<file path="config.mk">
export PLATFORM = sky130hd
export DESIGN_NAME = pim_dot
export DESIGN_NICKNAME = d
export VERILOG_FILES = /design/src/hw/rtl/perspective_inverse_pixel_map_assert.svh /design/src/hw/rtl/pim_pkg.sv /design/src/hw/rtl/pim_dot.sv
export SDC_FILE = /design/constraint.sdc
export NUM_CORES = 2
export LEC_CHECK = 0
export ABC_CLOCK_PERIOD_IN_PS = 11000
export BUFFER_PORTS_ARGS = -buffer_cell sky130_fd_sc_hd__buf_4
export CELL_PAD_IN_SITES_DETAIL_PLACEMENT = 0
export CELL_PAD_IN_SITES_GLOBAL_PLACEMENT = 1
export CORE_UTILIZATION = 45
export DETAILED_ROUTE_END_ITERATION = 10
export PLACE_DENSITY = 0.8
export SLEW_MARGIN = 15
export SYNTH_ARGS = -nofsm -noshare
export SYNTH_HDL_FRONTEND = slang
export SYNTH_SLANG_ARGS = --single-unit
export TNS_END_PERCENT = 50
</file>
<file path="constraint.sdc">
create_clock -name clock -period 11 [get_ports clock]
set_input_delay 0.55 -clock clock [delete_from_list [all_inputs] [get_ports clock]]
set_output_delay 0.55 -clock clock [all_outputs]
set_load 0.01 [all_outputs]
</file>
<file path="src/hw/rtl/perspective_inverse_pixel_map_assert.svh">
// assertion macros for the perspective inverse pixel map
// used by the top level; relies on clock and reset in the including scope
`ifndef PERSPECTIVE_INVERSE_PIXEL_MAP_ASSERT_SVH
`define PERSPECTIVE_INVERSE_PIXEL_MAP_ASSERT_SVH

// same-cycle implication
`define PIM_ASSERT_NOW(label, pre, post) \
   label: assert property (@(posedge clock) disable iff (reset) (pre) |-> (post)) \
      else $error("pim assertion failed");

// implication checked in the following cycle
`define PIM_ASSERT_NEXT(label, pre, post) \
   label: assert property (@(posedge clock) disable iff (reset) (pre) |=> (post)) \
      else $error("pim assertion failed");

`endif

</file>
<file path="src/hw/rtl/pim_pkg.sv">
// shared constants and types for the perspective inverse pixel map
// no dependencies
`default_nettype none
package pim_pkg;
   localparam int COORD_BITS     = 12;
   localparam int COEF_FRAC_BITS = 16;
   localparam int W_FRAC_BITS    = 30;
   localparam int COEF_W         = 32;
   localparam int LIN_W          = 2 * COEF_W;
   localparam int DIM_W          = 13;
   localparam int INDEX_W        = 24;
   localparam int PROD_W         = COEF_W + COORD_BITS + 1;
   localparam int SUM_W          = PROD_W + 2;
   localparam int DIV_SHIFT      = W_FRAC_BITS - COEF_FRAC_BITS;
   localparam int QB             = DIM_W;
   localparam int DIV_W          = SUM_W + QB + DIV_SHIFT;
   localparam int CSR_IDX_W      = 4;
   localparam int CSR_DATA_W     = LIN_W;
   localparam int DOT_DEPTH      = 2;
   localparam int PIPE_DEPTH     = DOT_DEPTH + QB + 1;
   localparam int LATENCY        = PIPE_DEPTH + 2;

   localparam logic [LIN_W-1:0]  X_LIN_RESET = LIN_W'(1) << (COEF_W + COEF_FRAC_BITS);
   localparam logic [LIN_W-1:0]  Y_LIN_RESET = LIN_W'(1) << COEF_FRAC_BITS;
   localparam logic [COEF_W-1:0] W_OFF_RESET = COEF_W'(1) << W_FRAC_BITS;
   localparam logic [DIM_W-1:0]  DIM_RESET   = DIM_W'(4096);

   typedef enum logic [CSR_IDX_W-1:0] {
      CSR_X_LIN  = 4'd0,
      CSR_X_OFF  = 4'd1,
      CSR_Y_LIN  = 4'd2,
      CSR_Y_OFF  = 4'd3,
      CSR_W_LIN  = 4'd4,
      CSR_W_OFF  = 4'd5,
      CSR_WIDTH  = 4'd6,
      CSR_HEIGHT = 4'd7
   } csr_index_type;

   typedef struct packed {
      logic          ok;
      logic [QB-1:0] q;
   } div_res_type;
endpackage
`default_nettype wire

</file>
<file path="src/hw/rtl/pim_dot.sv">
// one row of the homography: two products and an offset, two register stages
// depends on pim_pkg
`default_nettype none
module pim_dot import pim_pkg::*; (
   input  wire                          clock,
   input  wire        [LIN_W-1:0]       lin,
   input  wire        [COEF_W-1:0]      off,
   input  wire        [COORD_BITS-1:0]  col,
   input  wire        [COORD_BITS-1:0]  row,
   output logic signed [SUM_W-1:0]      sum
);
   logic signed [COEF_W-1:0]     cc, rc;
   logic signed [COORD_BITS:0]   col_s, row_s;
   logic signed [PROD_W-1:0]     pc_in, pr_in, pc_ff, pr_ff;
   logic signed [COEF_W-1:0]     off_ff;
   logic signed [SUM_W-1:0]      sum_in, sum_ff;

   assign cc    = $signed(lin[LIN_W-1:COEF_W]);
   assign rc    = $signed(lin[COEF_W-1:0]);
   assign col_s = $signed({1'b0, col});
   assign row_s = $signed({1'b0, row});
   assign pc_in = PROD_W'(cc * col_s);
   assign pr_in = PROD_W'(rc * row_s);
   assign sum_in = SUM_W'(pc_ff) + SUM_W'(pr_ff) + SUM_W'(off_ff);

   always_ff @(posedge clock) begin
      pc_ff  <= pc_in;
      pr_ff  <= pr_in;
      off_ff <= $signed(off);
      sum_ff <= sum_in;
   end

   assign sum = sum_ff;
endmodule
`default_nettype wire

</file>
======== Yosys cells after proc, flatten, opt, wreduce, memory -nomap -nowiden ========
Index checks and enable logic that the tools add are counted.
word-level totals
  register bits after elaboration ......... 169
  input bits .............................. 121
  output and inout port bits .............. 47
  word-level logic and storage cells ...... 8
cells by class
  $add $sub $neg .......................... 2
  multipliers ............................. 2
operator list
  operator                      number
  multiplier 32 x 13 -> 45 bit  2
  adder 46 x 32 -> 47 bit       1
  adder 45 x 45 -> 46 bit       1

======== Longest topological paths before layout ========
  word-level depth ........................ 2
  mapped depth ............................ 24
  depth with buffers taken out ............ 22

======== Worst setup path before layout ========
No wires, ideal clock.
  kind .................................... input-to-reg
  start ................................... input lin[48]
  end ..................................... register pc_ff[44]
  setup time .............................. 0.124 ns
  arrival ................................. 5.850 ns
  data required time ...................... 10.876 ns
  slack ................................... 5.027 ns
  cell stages on the path ................. 22
  path buffers ............................ 1
  cell sequence ........................... clkbuf_1 > and2_1 > fa_1 > inv_1 > fa_1 > inv_1 > fa_1 > fa_1 > inv_1 > fa_1 > inv_1 > ha_1 > inv_1 > or4_1 > a311o_1 > and3_4 > nor4_4 > o211ai_2 > a41oi_2 > o21ai_2 > a311oi_2 > xnor2_1
between the ends
  cells in the longest elaborated chain, start to end .. 1
RTL lines
  item                          line           RTL
  from (decl)                   pim_dot.sv:6   input wire [LIN_W-1:0] lin,
  multiplier 32 x 13 -> 45 bit  pim_dot.sv:22  assign pc_in = PROD_W'(cc * col_s);
  net pc_in[44]                 pim_dot.sv:14  logic signed [PROD_W-1:0] pc_in, pr_in, pc_ff, pr_ff;
  to (signal assigned)          pim_dot.sv:27  pc_ff <= pc_in;
  to (decl)                     pim_dot.sv:14
The timed path passes the listed nets, and every way through them passes these cells.

======== Final worst setup path ========
  start ................................... input row[7]
  end ..................................... register pr_ff[41]
between the ends
  cells in the longest elaborated chain, start to end .. 1
RTL lines
  item                          line           RTL
  from (decl)                   pim_dot.sv:9   input wire [COORD_BITS-1:0] row,
  multiplier 32 x 13 -> 45 bit  pim_dot.sv:23  assign pr_in = PROD_W'(rc * row_s);
  net pr_in[41]                 pim_dot.sv:14
  to (signal assigned)          pim_dot.sv:28  pr_ff <= pr_in;
  to (decl)                     pim_dot.sv:14
The timed path passes the listed nets, and every way through them passes these cells.

==> summary.md <==
Run status
* run status: finished clean

Synthesis
* sequential element share of the synthesized area: 10.2%
* cell count after synthesis: 3655
* ys async rst share: 0%
* number of enable flip-flop cells after synthesis: 0
* Synthesized Nets: 4741
* Post-synth top flop: dfxtp_1
* number of unique standard cell types used by synthesis: 73
* Seq cells post-synth: 169
* cell accounting for the most synthesized area: fa_1
* top cells by area in the synthesized netlist: fa_1 44%, dfxtp_1 10%, inv_1 10%
* top-area cell type share of the netlist area: 43.7%
* Avg Synthesized Cell Area: 9.05 um^2
* yosys warns: 0
* post-synthesis instance area: 33100 um^2

Place
* hpwl dp: 62300 um
* Port Buffer Count: 167
* GPL Wtd Cong: 0.850
* cell area after placement: 35000 um^2

Clock network
* clock buffer depth: 2
* post-cts gate resize count: 0
* cts-stage hold buffer count: 0
* deepest level of the CTS H-tree: 4
* Reg clk slew, reported paths: 0.08 ns
* CTS tree: done
* Setup Buffers After CTS: 0
* clock sink count: 169
* TritonCTS buffer count: 17
* buffer cell driving the clock tree root: clkbuf_16
* insertion delay to the later sink of the worst-skew pair: 0.44 ns

Die
* Cell Rows: 99
* Placeable Area: 72800 um^2
* overall die height: 273 um
* ports placed on the boundary: 168
* Die X-Extent: 273 um
* starting utilization of the core area: 45.4%
* area enclosed by the die boundary: 74600 um^2

STA
* post-route setup TNS: 0 ns
* Finish-stage setup viols: 0
* Final Critical Period: 6.21 ns
* fin. max-slew vios: 0
* number of hold violations in the final report: 0
* relative max-transition margin: 57.9%
* Final Cycle Share: 56.4%
* RSZ-0062 raised after global routing: false
* final setup skew: 0.0139 ns
* transition at the pin with the smallest max-transition slack: 0.626 ns
* worst-case hold slack: 0.209 ns
* fmax: 161 MHz

Drt
* First DRT Iteration DRCs: 1115
* drt total wl: 75900 um
* per-cell routed wire length: 16.2 um
* length of the first detailed-routing pass in iterations: 6
* post-route antenna net violation count: 0
* Via-to-Cell Ratio: 5.05
* Remaining DRCs: 0
* via count: 23.6k

Critical path
* maximum net fanout on the critical path: 32
* WP data arrival: 6.57 ns
* required time at the worst-slack endpoint: 11.37 ns
* nature of the critical path startpoint: primary input
* Worst Path Class, Setup: in -> reg
* type of element capturing the critical path: flop
* R2R Setup Slk: 7.04 ns

GRT
* pin count of the biggest net entering global routing: 33
* all-layer global routing usage: 21.5%
* antenna violations before repair: 1
* wire length of the first global-routing pass: 127000 um
* grt ovf: 0
* via count of the first global-routing pass: 25.2k

Job
* max-cap violation count: 0

Cells and area
* final cell area excluding filler cells: 35600 um^2
* area overhead of the layout relative to synthesis: 7.51%
* Final nets: 4782
* layout cell share with drive strength beyond 1: 5.88%
* commonest non-fill, non-tap cell in the layout: inv_1
* most used cells in the layout excluding fill and tap cells: 895 x inv_1, 722 x fa_1, 492 x nand2_1

Min path
* Min-Delay Path Class: in -> reg

## worst paths after layout
kind,start,to,cells after the start
worst max register to register,pr_ff[0]$_DFF_P_,sum[41]$_DFF_P_,16
worst min-delay path,off[8],off_ff[8]$_DFF_P_,1
worst min register to register,off_ff[0]$_DFF_P_,sum[0]$_DFF_P_,3
worst max-delay path,row[7],pr_ff[41]$_DFF_P_,21
## state kept, by name, indices dropped and copies added (netlist names)
name,flops
pc_ff,45
sum,47
off_ff,32
pr_ff,45
## worst max-delay path, stage by stage
cell and delay [ns]:
buf_4 0.36, nand2_1 0.14, fa_1 0.55, inv_1 0.05, fa_1 0.56, fa_1 0.44, fa_1 0.50, inv_1 0.05
fa_1 0.47, inv_1 0.04, ha_1 0.35, a21oi_1 0.25, o21ai_0 0.18, a32o_1 0.27, a311o_1 0.32, a41oi_1 0.39
o21ai_1 0.22, a41oi_2 0.37, o311ai_1 0.15, a21oi_1 0.19, xnor2_1 0.13
## cell families (layout without fill, tap and decap cells)
group           Yosys count  in the layout  synth area share, %
buf+inv                1041           1095                 11.9
flops                   169            169                 10.2
xor+xnor                126            126                 3.34
compound gates          356            356                 6.97
fa+ha+maj               965            965                 52.9
mux                       1              1               0.0303
simple gates            997            997                 14.7
other cells               0              1                    0
## area by class of cell
| class | instances | area [um^2] |
|---|---|---|
| antenna | 1 | 2.50 |
| tap | 959 | 1200 |
| clock inverter | 14 | 155 |
| sequential | 169 | 3380 |
| multi-input combinational | 2445 | 25800 |
| timing repair buffer | 168 | 1260 |
| clock buffer | 18 | 439 |
| fill | 6967 | 37300 |
| inverter | 895 | 3360 |
## per-layer routing
metal	part of all wire [%]	global-route usage, %	up-vias
met1	41	27.2	12100
met5	0	0	-
li1	-	-	10900
met4	3.6	7.54	0
met3	4.0	2.35	141
met2	51	37.8	492
## through the flow
step / worst slack, ns / std cells / utilization (%)
floorplan: 5.03 / 3655 / -
global placement: 4.47 / 4636 / 48.0
detailed placement: 4.37 / 4636 / 48.0
CTS: 4.84 / 4668 / 48.8
global route: 4.41 / 4668 / 48.8
finish: 4.79 / 4669 / 48.8
## cell usage after synthesis (all sizes together), types with 4 or more instances
library cell	n
o21a	13
dfxtp	169
xor2	42
o21ai	67
a21oi	122
and3	5
ha	243
a311o	4
o311ai	5
nor3	16
nand3	22
fa	722
o21bai	14
inv	895
nand4	15
nor2b	17
a21boi	4
clkbuf	144
o211ai	11
xnor2	84
a31oi	7
nand2b	16
a211oi	6
nor2	54
a41oi	5
a21o	65
and2	347
nand2	493
Power is left out: the tool's default activity adds up to more than one toggle a clock period on the data nets, which glitch-free logic cannot reach.
