`src/hw/rtl/perspective_inverse_pixel_map_assert.svh`:
```
// assertion macros for the perspective inverse pixel map
// used by the top level; relies on clock and reset in the including scope
`ifndef PERSPECTIVE_INVERSE_PIXEL_MAP_ASSERT_SVH
`define PERSPECTIVE_INVERSE_PIXEL_MAP_ASSERT_SVH

// same-cycle implication
`define PIM_ASSERT_NOW(label, pre, post) \
   label: assert property (@(posedge clock) disable iff (reset) (pre) |-> (post)) \
      else $error("pim assertion failed");

// implication checked in the following cycle
`define PIM_ASSERT_NEXT(label, pre, post) \
   label: assert property (@(posedge clock) disable iff (reset) (pre) |=> (post)) \
      else $error("pim assertion failed");

`endif

```
`src/hw/rtl/pim_pkg.sv`:
```
// shared constants and types for the perspective inverse pixel map
// no dependencies
`default_nettype none
package pim_pkg;
   localparam int COORD_BITS     = 12;
   localparam int COEF_FRAC_BITS = 16;
   localparam int W_FRAC_BITS    = 30;
   localparam int COEF_W         = 32;
   localparam int LIN_W          = 2 * COEF_W;
   localparam int DIM_W          = 13;
   localparam int INDEX_W        = 24;
   localparam int PROD_W         = COEF_W + COORD_BITS + 1;
   localparam int SUM_W          = PROD_W + 2;
   localparam int DIV_SHIFT      = W_FRAC_BITS - COEF_FRAC_BITS;
   localparam int QB             = DIM_W;
   localparam int DIV_W          = SUM_W + QB + DIV_SHIFT;
   localparam int CSR_IDX_W      = 4;
   localparam int CSR_DATA_W     = LIN_W;
   localparam int DOT_DEPTH      = 2;
   localparam int PIPE_DEPTH     = DOT_DEPTH + QB + 1;
   localparam int LATENCY        = PIPE_DEPTH + 2;

   localparam logic [LIN_W-1:0]  X_LIN_RESET = LIN_W'(1) << (COEF_W + COEF_FRAC_BITS);
   localparam logic [LIN_W-1:0]  Y_LIN_RESET = LIN_W'(1) << COEF_FRAC_BITS;
   localparam logic [COEF_W-1:0] W_OFF_RESET = COEF_W'(1) << W_FRAC_BITS;
   localparam logic [DIM_W-1:0]  DIM_RESET   = DIM_W'(4096);

   typedef enum logic [CSR_IDX_W-1:0] {
      CSR_X_LIN  = 4'd0,
      CSR_X_OFF  = 4'd1,
      CSR_Y_LIN  = 4'd2,
      CSR_Y_OFF  = 4'd3,
      CSR_W_LIN  = 4'd4,
      CSR_W_OFF  = 4'd5,
      CSR_WIDTH  = 4'd6,
      CSR_HEIGHT = 4'd7
   } csr_index_type;

   typedef struct packed {
      logic          ok;
      logic [QB-1:0] q;
   } div_res_type;
endpackage
`default_nettype wire

```
`src/hw/rtl/pim_div.sv`:
```
// pipelined restoring divider: truncated |num|*2^shift/|den|, one quotient bit a stage
// depends on pim_pkg
`default_nettype none
module pim_div import pim_pkg::*; (
   input  wire                     clock,
   input  wire signed [SUM_W-1:0]  num,
   input  wire signed [SUM_W-1:0]  den,
   output div_res_type             res
);
   logic [SUM_W-1:0]  n_abs, d_abs;
   logic [DIV_W-1:0]  x_in;
   logic              neg_in, bad_in;

   logic [DIV_W-1:0]  rem_ff [0:QB];
   logic [QB-1:0]     quo_ff [0:QB];
   logic [SUM_W-1:0]  den_ff [0:QB];
   logic              neg_ff [0:QB];
   logic              bad_ff [0:QB];

   assign n_abs  = num[SUM_W-1] ? SUM_W'(-num) : SUM_W'(num);
   assign d_abs  = den[SUM_W-1] ? SUM_W'(-den) : SUM_W'(den);
   assign neg_in = num[SUM_W-1] ^ den[SUM_W-1];
   assign x_in   = DIV_W'(n_abs) << DIV_SHIFT;
   // quotient too big for the dimension range, or zero denominator
   assign bad_in = (d_abs == '0) || (x_in >= (DIV_W'(d_abs) << QB));

   always_ff @(posedge clock) begin
      rem_ff[0] <= x_in;
      quo_ff[0] <= '0;
      den_ff[0] <= d_abs;
      neg_ff[0] <= neg_in;
      bad_ff[0] <= bad_in;
   end

   for (genvar k = 0; k < QB; k++) begin : g_step
      localparam int B = QB - 1 - k;
      logic [DIV_W-1:0] trial;
      logic             ge;
      assign trial = DIV_W'(den_ff[k]) << B;
      assign ge    = rem_ff[k] >= trial;
      always_ff @(posedge clock) begin
         rem_ff[k+1] <= ge ? rem_ff[k] - trial : rem_ff[k];
         quo_ff[k+1] <= quo_ff[k] | (QB'(ge) << B);
         den_ff[k+1] <= den_ff[k];
         neg_ff[k+1] <= neg_ff[k];
         bad_ff[k+1] <= bad_ff[k];
      end
   end

   // a negative value that truncates to zero still counts as zero
   assign res.ok = !bad_ff[QB] && !(neg_ff[QB] && (quo_ff[QB] != '0));
   assign res.q  = quo_ff[QB];
endmodule
`default_nettype wire
```
`config.mk`:
```
export PLATFORM = sky130hd
export DESIGN_NAME = pim_div
export DESIGN_NICKNAME = d
export VERILOG_FILES = /design/src/hw/rtl/perspective_inverse_pixel_map_assert.svh /design/src/hw/rtl/pim_pkg.sv /design/src/hw/rtl/pim_div.sv
export SDC_FILE = /design/constraint.sdc
export NUM_CORES = 2
export LEC_CHECK = 0
export ABC_AREA = 0
export BUFFER_PORTS_ARGS = -buffer_cell sky130_fd_sc_hd__buf_4
export CORE_UTILIZATION = 26
export DETAILED_ROUTE_END_ITERATION = 6
export MAX_ROUTING_LAYER = met4
export PLACE_DENSITY_LB_ADDON = 0.25
export SLEW_MARGIN = 30
export SYNTH_ARGS = -nofsm -noshare
export SYNTH_HDL_FRONTEND = slang
export SYNTH_SLANG_ARGS = --single-unit
```
`constraint.sdc`:
```
create_clock -name clock -period 14.03 [get_ports clock]
set_input_delay 0.7015 -clock clock [delete_from_list [all_inputs] [get_ports clock]]
set_output_delay 0.7015 -clock clock [all_outputs]
set_load 0.01 [all_outputs]
```
### Yosys cells after proc, flatten, opt, wreduce, memory -nomap -nowiden

Memories as Yosys holds them, arrays and structs flattened.
Index checks and enable logic that the tools add are counted.

| operators by class | value |
|---|---|
| add/sub/neg operators | 15 |
| multiply operators | 0 |
| div/mod/pow operators | 0 |
| magnitude comparators | 14 |
| equal/unequal tests | 0 |
| shift operators | 0 |
| mux-type cells | 15 |
| bitwise logic cells | 14 |
| reductions and logical operators | 7 |

Operator list:

| cell | count |
|---|---|
| $mux 74 | 13 |
| $mux 47 | 2 |
| $neg 47->47 | 2 |
| $ge 74x47->1 | 1 |
| $ge 74x48->1 | 1 |
| $ge 74x49->1 | 1 |
| $ge 74x50->1 | 1 |
| $ge 74x51->1 | 1 |
| $ge 74x52->1 | 1 |
| $ge 74x53->1 | 1 |
| $ge 74x54->1 | 1 |
| $ge 74x55->1 | 1 |
| $ge 74x56->1 | 1 |
| $ge 74x57->1 | 1 |
| $ge 74x58->1 | 1 |
| $ge 74x59->1 | 1 |
| $sub 74x47->74 | 1 |
| $sub 74x48->74 | 1 |
| $sub 74x49->74 | 1 |
| $sub 74x50->74 | 1 |
| $sub 74x51->74 | 1 |
| $sub 74x52->74 | 1 |
| $sub 74x53->74 | 1 |
| $sub 74x54->74 | 1 |
| other kinds (25) | 27 |

| storage, ports and cells | value |
|---|---|
| register bits after elaboration | 0 |
| bits in latches | 0 |
| memory bits (writable) | 1,904 |
| ROM bits | 0 |
| bits of input ports | 95 |
| output and inout port bits | 14 |
| logic and storage cells | 70 |
| memories kept | 5 |

Memory list:

| memory | words | bits a word | read ports | clocked after Yosys merged registers in | write ports | RTL line | text |
|---|---|---|---|---|---|---|---|
| rem_ff | 14 | 74 | 13 | 0 | 14 | pim_div.sv:14 | `logic [DIV_W-1:0] rem_ff [0:QB];` |
| den_ff | 14 | 47 | 13 | 0 | 14 | pim_div.sv:16 | `logic [SUM_W-1:0] den_ff [0:QB];` |
| quo_ff | 14 | 13 | 14 | 0 | 14 | pim_div.sv:15 | `logic [QB-1:0] quo_ff [0:QB];` |
| bad_ff | 14 | 1 | 14 | 0 | 14 | pim_div.sv:18 | `logic bad_ff [0:QB];` |
| neg_ff | 14 | 1 | 14 | 0 | 14 | pim_div.sv:17 | `logic neg_ff [0:QB];` |

### Longest topological paths before layout

An unclocked memory read counts as a cell.

| logic depth | value |
|---|---|
| word-level depth | 5 |
| depth in mapped cells | 20 |
| depth with buffers taken out | 19 |

### Least setup slack after synthesis

Ideal clock, no wire load.

| path | value |
|---|---|
| path kind | input to register |
| start point | input port num[2] |
| end point | memory bad_ff[0][0] |
| setup time | 0.142 ns |
| arrival time | 4.963 ns |
| data required time | 13.888 ns |
| slack | 8.925 ns |
| stages on the path | 17 |
| buffers on the path | 0 |
| cells stage by stage | or3_4 nor2_4 nand2_2 or4_4 or4_4 or4_4 or3_4 or4_4 o21ai_1 xnor2_1 ha_1 a21o_1 a21o_1 a21oi_1 nor2_1 a2111oi_0 o311ai_1 |

RTL lines:

| what | RTL line | text |
|---|---|---|
| start, declared | pim_div.sv:6 | `input wire signed [SUM_W-1:0] num,` |
| end, declared | pim_div.sv:18 |  |

==> impl_metrics.py <==
metrics = {
    "run_status": {
        "outcome": "finished, violations left",
        "violations": "DRC",
    },
    "cells_and_area": {
        "area_growth_pct": 14.08,
        "n_fill_cell": 33186,
        "layout.nets": 10508,
        "finish.instance_area_sq_um": 93940,
        "drive_gt1_share_pct": 6.259,
        "seq_area_sq_um": 31770,
        "multi_input_area_sq_um": 45990,
    },
    "detailed_routing": {
        "via_per_inst": 4.745,
        "wl_met3_um": 7786,
        "drt_wl_total_um": 249100,
        "vias": 66706,
        "dr.first_iter.drc_count": 3910,
        "route.detailed.drc": 3,
        "topRoutingLayerUsed": "met4",
        "dr.pass1.iters": 7,
        "avgRoutedWirePerCell_um": 17.72,
        "drtAntennaViolNets": 0,
        "wirelength_met1_um": 108700,
        "met2_wirelength_um": 116500,
    },
    "flow_run": {
        "drv_cap": 0,
    },
    "place": {
        "place_hpwl_um": 202100,
        "place_area_sq_um": 87380,
        "io_buffers": 108,
        "place_congestion": 0.9668,
    },
    "synthesis": {
        "synth_mux_area_share_pct": 0.6792,
        "synth_cell_type_count": 89,
        "synth_edf_count": 0,
        "synth.largest_area_cell": "dfxtp_1",
        "synth_top_area_share_pct": 38.58,
        "syn_area_per_cell_sq_um": 8.432,
        "synth_compound_area_share_pct": 20.07,
        "synth_top_family_by_area": "compound AO/OA/AOI/OAI gates",
        "seq_area_frac_synth_pct": 38.58,
        "synth-main-ff-cell": "dfxtp_1",
        "synth_seq_cells": 1587,
        "synthSimpleGateAreaFrac_pct": 15.89,
        "synthTopCellsByCount": "dfxtp_1 (1587), nand2_1 (884), a21oi_1 (864)",
        "synthAdderAreaFrac_pct": 10.25,
        "synth-xor-area-share_pct": 8.807,
        "ys_async_sr_fraction_pct": 0,
        "synth.most_common_cell": "dfxtp_1",
        "synth.area.top_cells": "dfxtp_1 (39%), ha_1 (10%), a21oi_1 (5.3%)",
        "syn_area_sq_um": 82350,
        "ys_warn_count": 0,
        "syn_inst": 9766,
    },
    "sta": {
        "worstMarginPinSlew_ns": 1.194,
        "fmax_mhz": 184.2,
        "final-max-slew-violation-count": 0,
        "slew-limit-headroom_pct": 19.66,
        "clock_skew_ns": 0.04391,
        "rsz0062_at_grt": "no",
        "whs_ns": 0.09444,
        "fin_crit_sh_pct": 38.69,
        "hold_viol": 0,
        "fin_crit_ns": 5.428,
        "setup_violations": 0,
        "fin_setup_tns_ns": 0,
    },
    "worst_setup_path": {
        "crit_chain": "dlygate4sd3_1 -> buf_4 -> inv_1 -> ha_1 -> nand3b_1 -> or4_1 -> or4_1 -> or4_1 -> or3_1 -> o21ai_0 -> nand2_1 -> xor2_1 -> ha_1 -> a21o_1 -> a21o_1 -> a21oi_1 -> nor2_1 -> a2111oi_0 -> o311ai_1",
        "arrival_ns": 6.11,
        "worstSetupPathType": "primary input to flop",
        "slowest_delay_ns": 0.56,
        "r2r_setup_slack_ns": 9.02,
        "path_buf_inv": 3,
        "end_kind": "flop",
        "cp_max_fo": 6,
        "worst_path_max_delay_cell": "or4_1",
        "crit_required_ns": 14.71,
        "cp_common_cell": "or4_1",
        "path_delay_family": "simple AND/OR/NAND/NOR gates",
        "start_kind": "primary input",
    },
    "floorplan": {
        "die_y_um": 564.8,
        "io_pins": 109,
        "die_area_sq_um": 319000,
        "core-area_sq_um": 315000,
        "dieWidth_um": 564.8,
        "initial_core_util_pct": 26.14,
        "num_rows": 206,
    },
    "grt": {
        "grt_pass1_wl_um": 384200,
        "antenna_found_initial": 4,
        "grt_max_degree": 88,
        "grt_use_total_pct": 15.64,
        "grt.overflow.total": 0,
        "grt_pass1_vias": 68060,
    },
    "clocking": {
        "cts_tree": "done",
        "clock-root-buffer": "clkbuf_16",
        "clock-sinks": 1587,
        "htreeDepth": 4,
        "insertion_delay_ns": 0.87,
        "numCtsBuffers": 193,
        "path_clk_slew_ns": 0.06,
        "cts_buffer_depth": 4,
    },
    "pwr": {
        "p_leak_nw": 40.49,
        "switchingPower_w": 0.009814,
        "ir_drop_v": 0.00009012,
        "intPower_w": 0.01374,
        "seq_power_share_pct": 29.7,
        "p_per_area_nw_per_um2": 250.8,
        "swShare_pct": 41.66,
        "p_clk_share_pct": 21.6,
        "pwr-share-comb_pct": 48.7,
    },
    "min_path": {
        "min_path_type": "primary input to flop",
    },
}
## state kept, by name, indices dropped and copies added (netlist names)
register	cells
den_ff	611
bad_ff	14
neg_ff	14
rem_ff	857
quo_ff	91
## per-stage QoR
| step | total power [W] | worst slack [ns] | std cells | utilization [%] |
|---|---|---|---|---|
| floorplan | 0.01518 | 8.925 | 9771 | - |
| global placement | 0.01844 | 7.883 | 13708 | 27.73 |
| detailed placement | 0.01847 | 8.027 | 13708 | 27.74 |
| CTS | 0.02371 | 8.610 | 14050 | 29.82 |
| global route | 0.02534 | 8.371 | 14058 | 29.83 |
| finish | 0.02356 | 8.602 | 14058 | 29.83 |
## layout by cell type, fill, tap and decap left out, types with 350 or more instances in the layout
master	instances
a21o_1	357
dfxtp_1	1587
ha_1	657
a21oi_1	864
xor2_1	350
nand2_1	884
inv_1	856
o21ai_0	698
xnor2_1	478
nor2_1	652
## final cells by class
| class | count | area share, % |
|---|---|---|
| multi-input combinational | 6942 | 48.96 |
| sequential | 1587 | 33.82 |
| clock buffer | 268 | 5.958 |
| tap | 4160 | 5.541 |
| inverter | 861 | 3.443 |
| timing repair buffer | 160 | 1.284 |
| clock inverter | 72 | 0.9750 |
| antenna | 8 | 0.02131 |
## per-layer routing
metal | vias up | track usage, %
li1 | 33974 | -
met1 | 30607 | 17.89
met2 | 1506 | 26.39
met3 | 619 | 1.782
met4 | 0 | 9.092
met5 | - | -
## worst paths after layout
| check | start | endpoint | depth (start not counted) |
|---|---|---|---|
| worst max-delay path | num[0] | bad_ff[0][0]$_DFF_P_ | 19 |
| worst min-delay path | num[34] | rem_ff[0][48]$_DFF_P_ | 2 |
| worst max register to register | den_ff[0][198]$_DFF_P_ | rem_ff[2][105]$_DFF_P_ | 14 |
| worst min register to register | neg_ff[3][1]$_DFF_P_ | neg_ff[4][0]$_DFF_P_ | 0 |
## kinds of logic after synthesis
group	after synthesis
other	1
xor gates and xnor gates	828
DFF	1587
buffers and inverters	1242
muxes	50
adders and majority gates	668
and+or+nand+nor	2707
AOI/OAI and AO/OA	2683
## power groups by stage
| stage | clock network, W | logic, W | registers (W) |
|---|---|---|---|
| final | 0.00508 | 0.0115 | 0.00699 |
| after global routing | 0.00545 | 0.0128 | 0.00715 |
| after CTS | 0.00528 | 0.0115 | 0.00698 |
| after detailed placement | 0 | 0.0114 | 0.00707 |
| after global placement | 0 | 0.0114 | 0.00709 |
| after floorplan | 0 | 0.00858 | 0.00659 |
## timing repair
item,4_1_cts,5_1_grt
endpoints found under the setup margin,0,0
resized for setup,0,0
hold buffers,2,0
hold endpoints to repair,2,0
setup buffers,0,0
## worst reg2reg max path: cells and delay by family (launching register included)
kind	cells	cell delay, ns
simple gates	5	1.34
compound gates	3	1.32
buf+inv	4	1.04
mux	1	0.49
fa+ha+maj	1	0.36
flops	1	0.33
(Power assumes the default switching activity.)
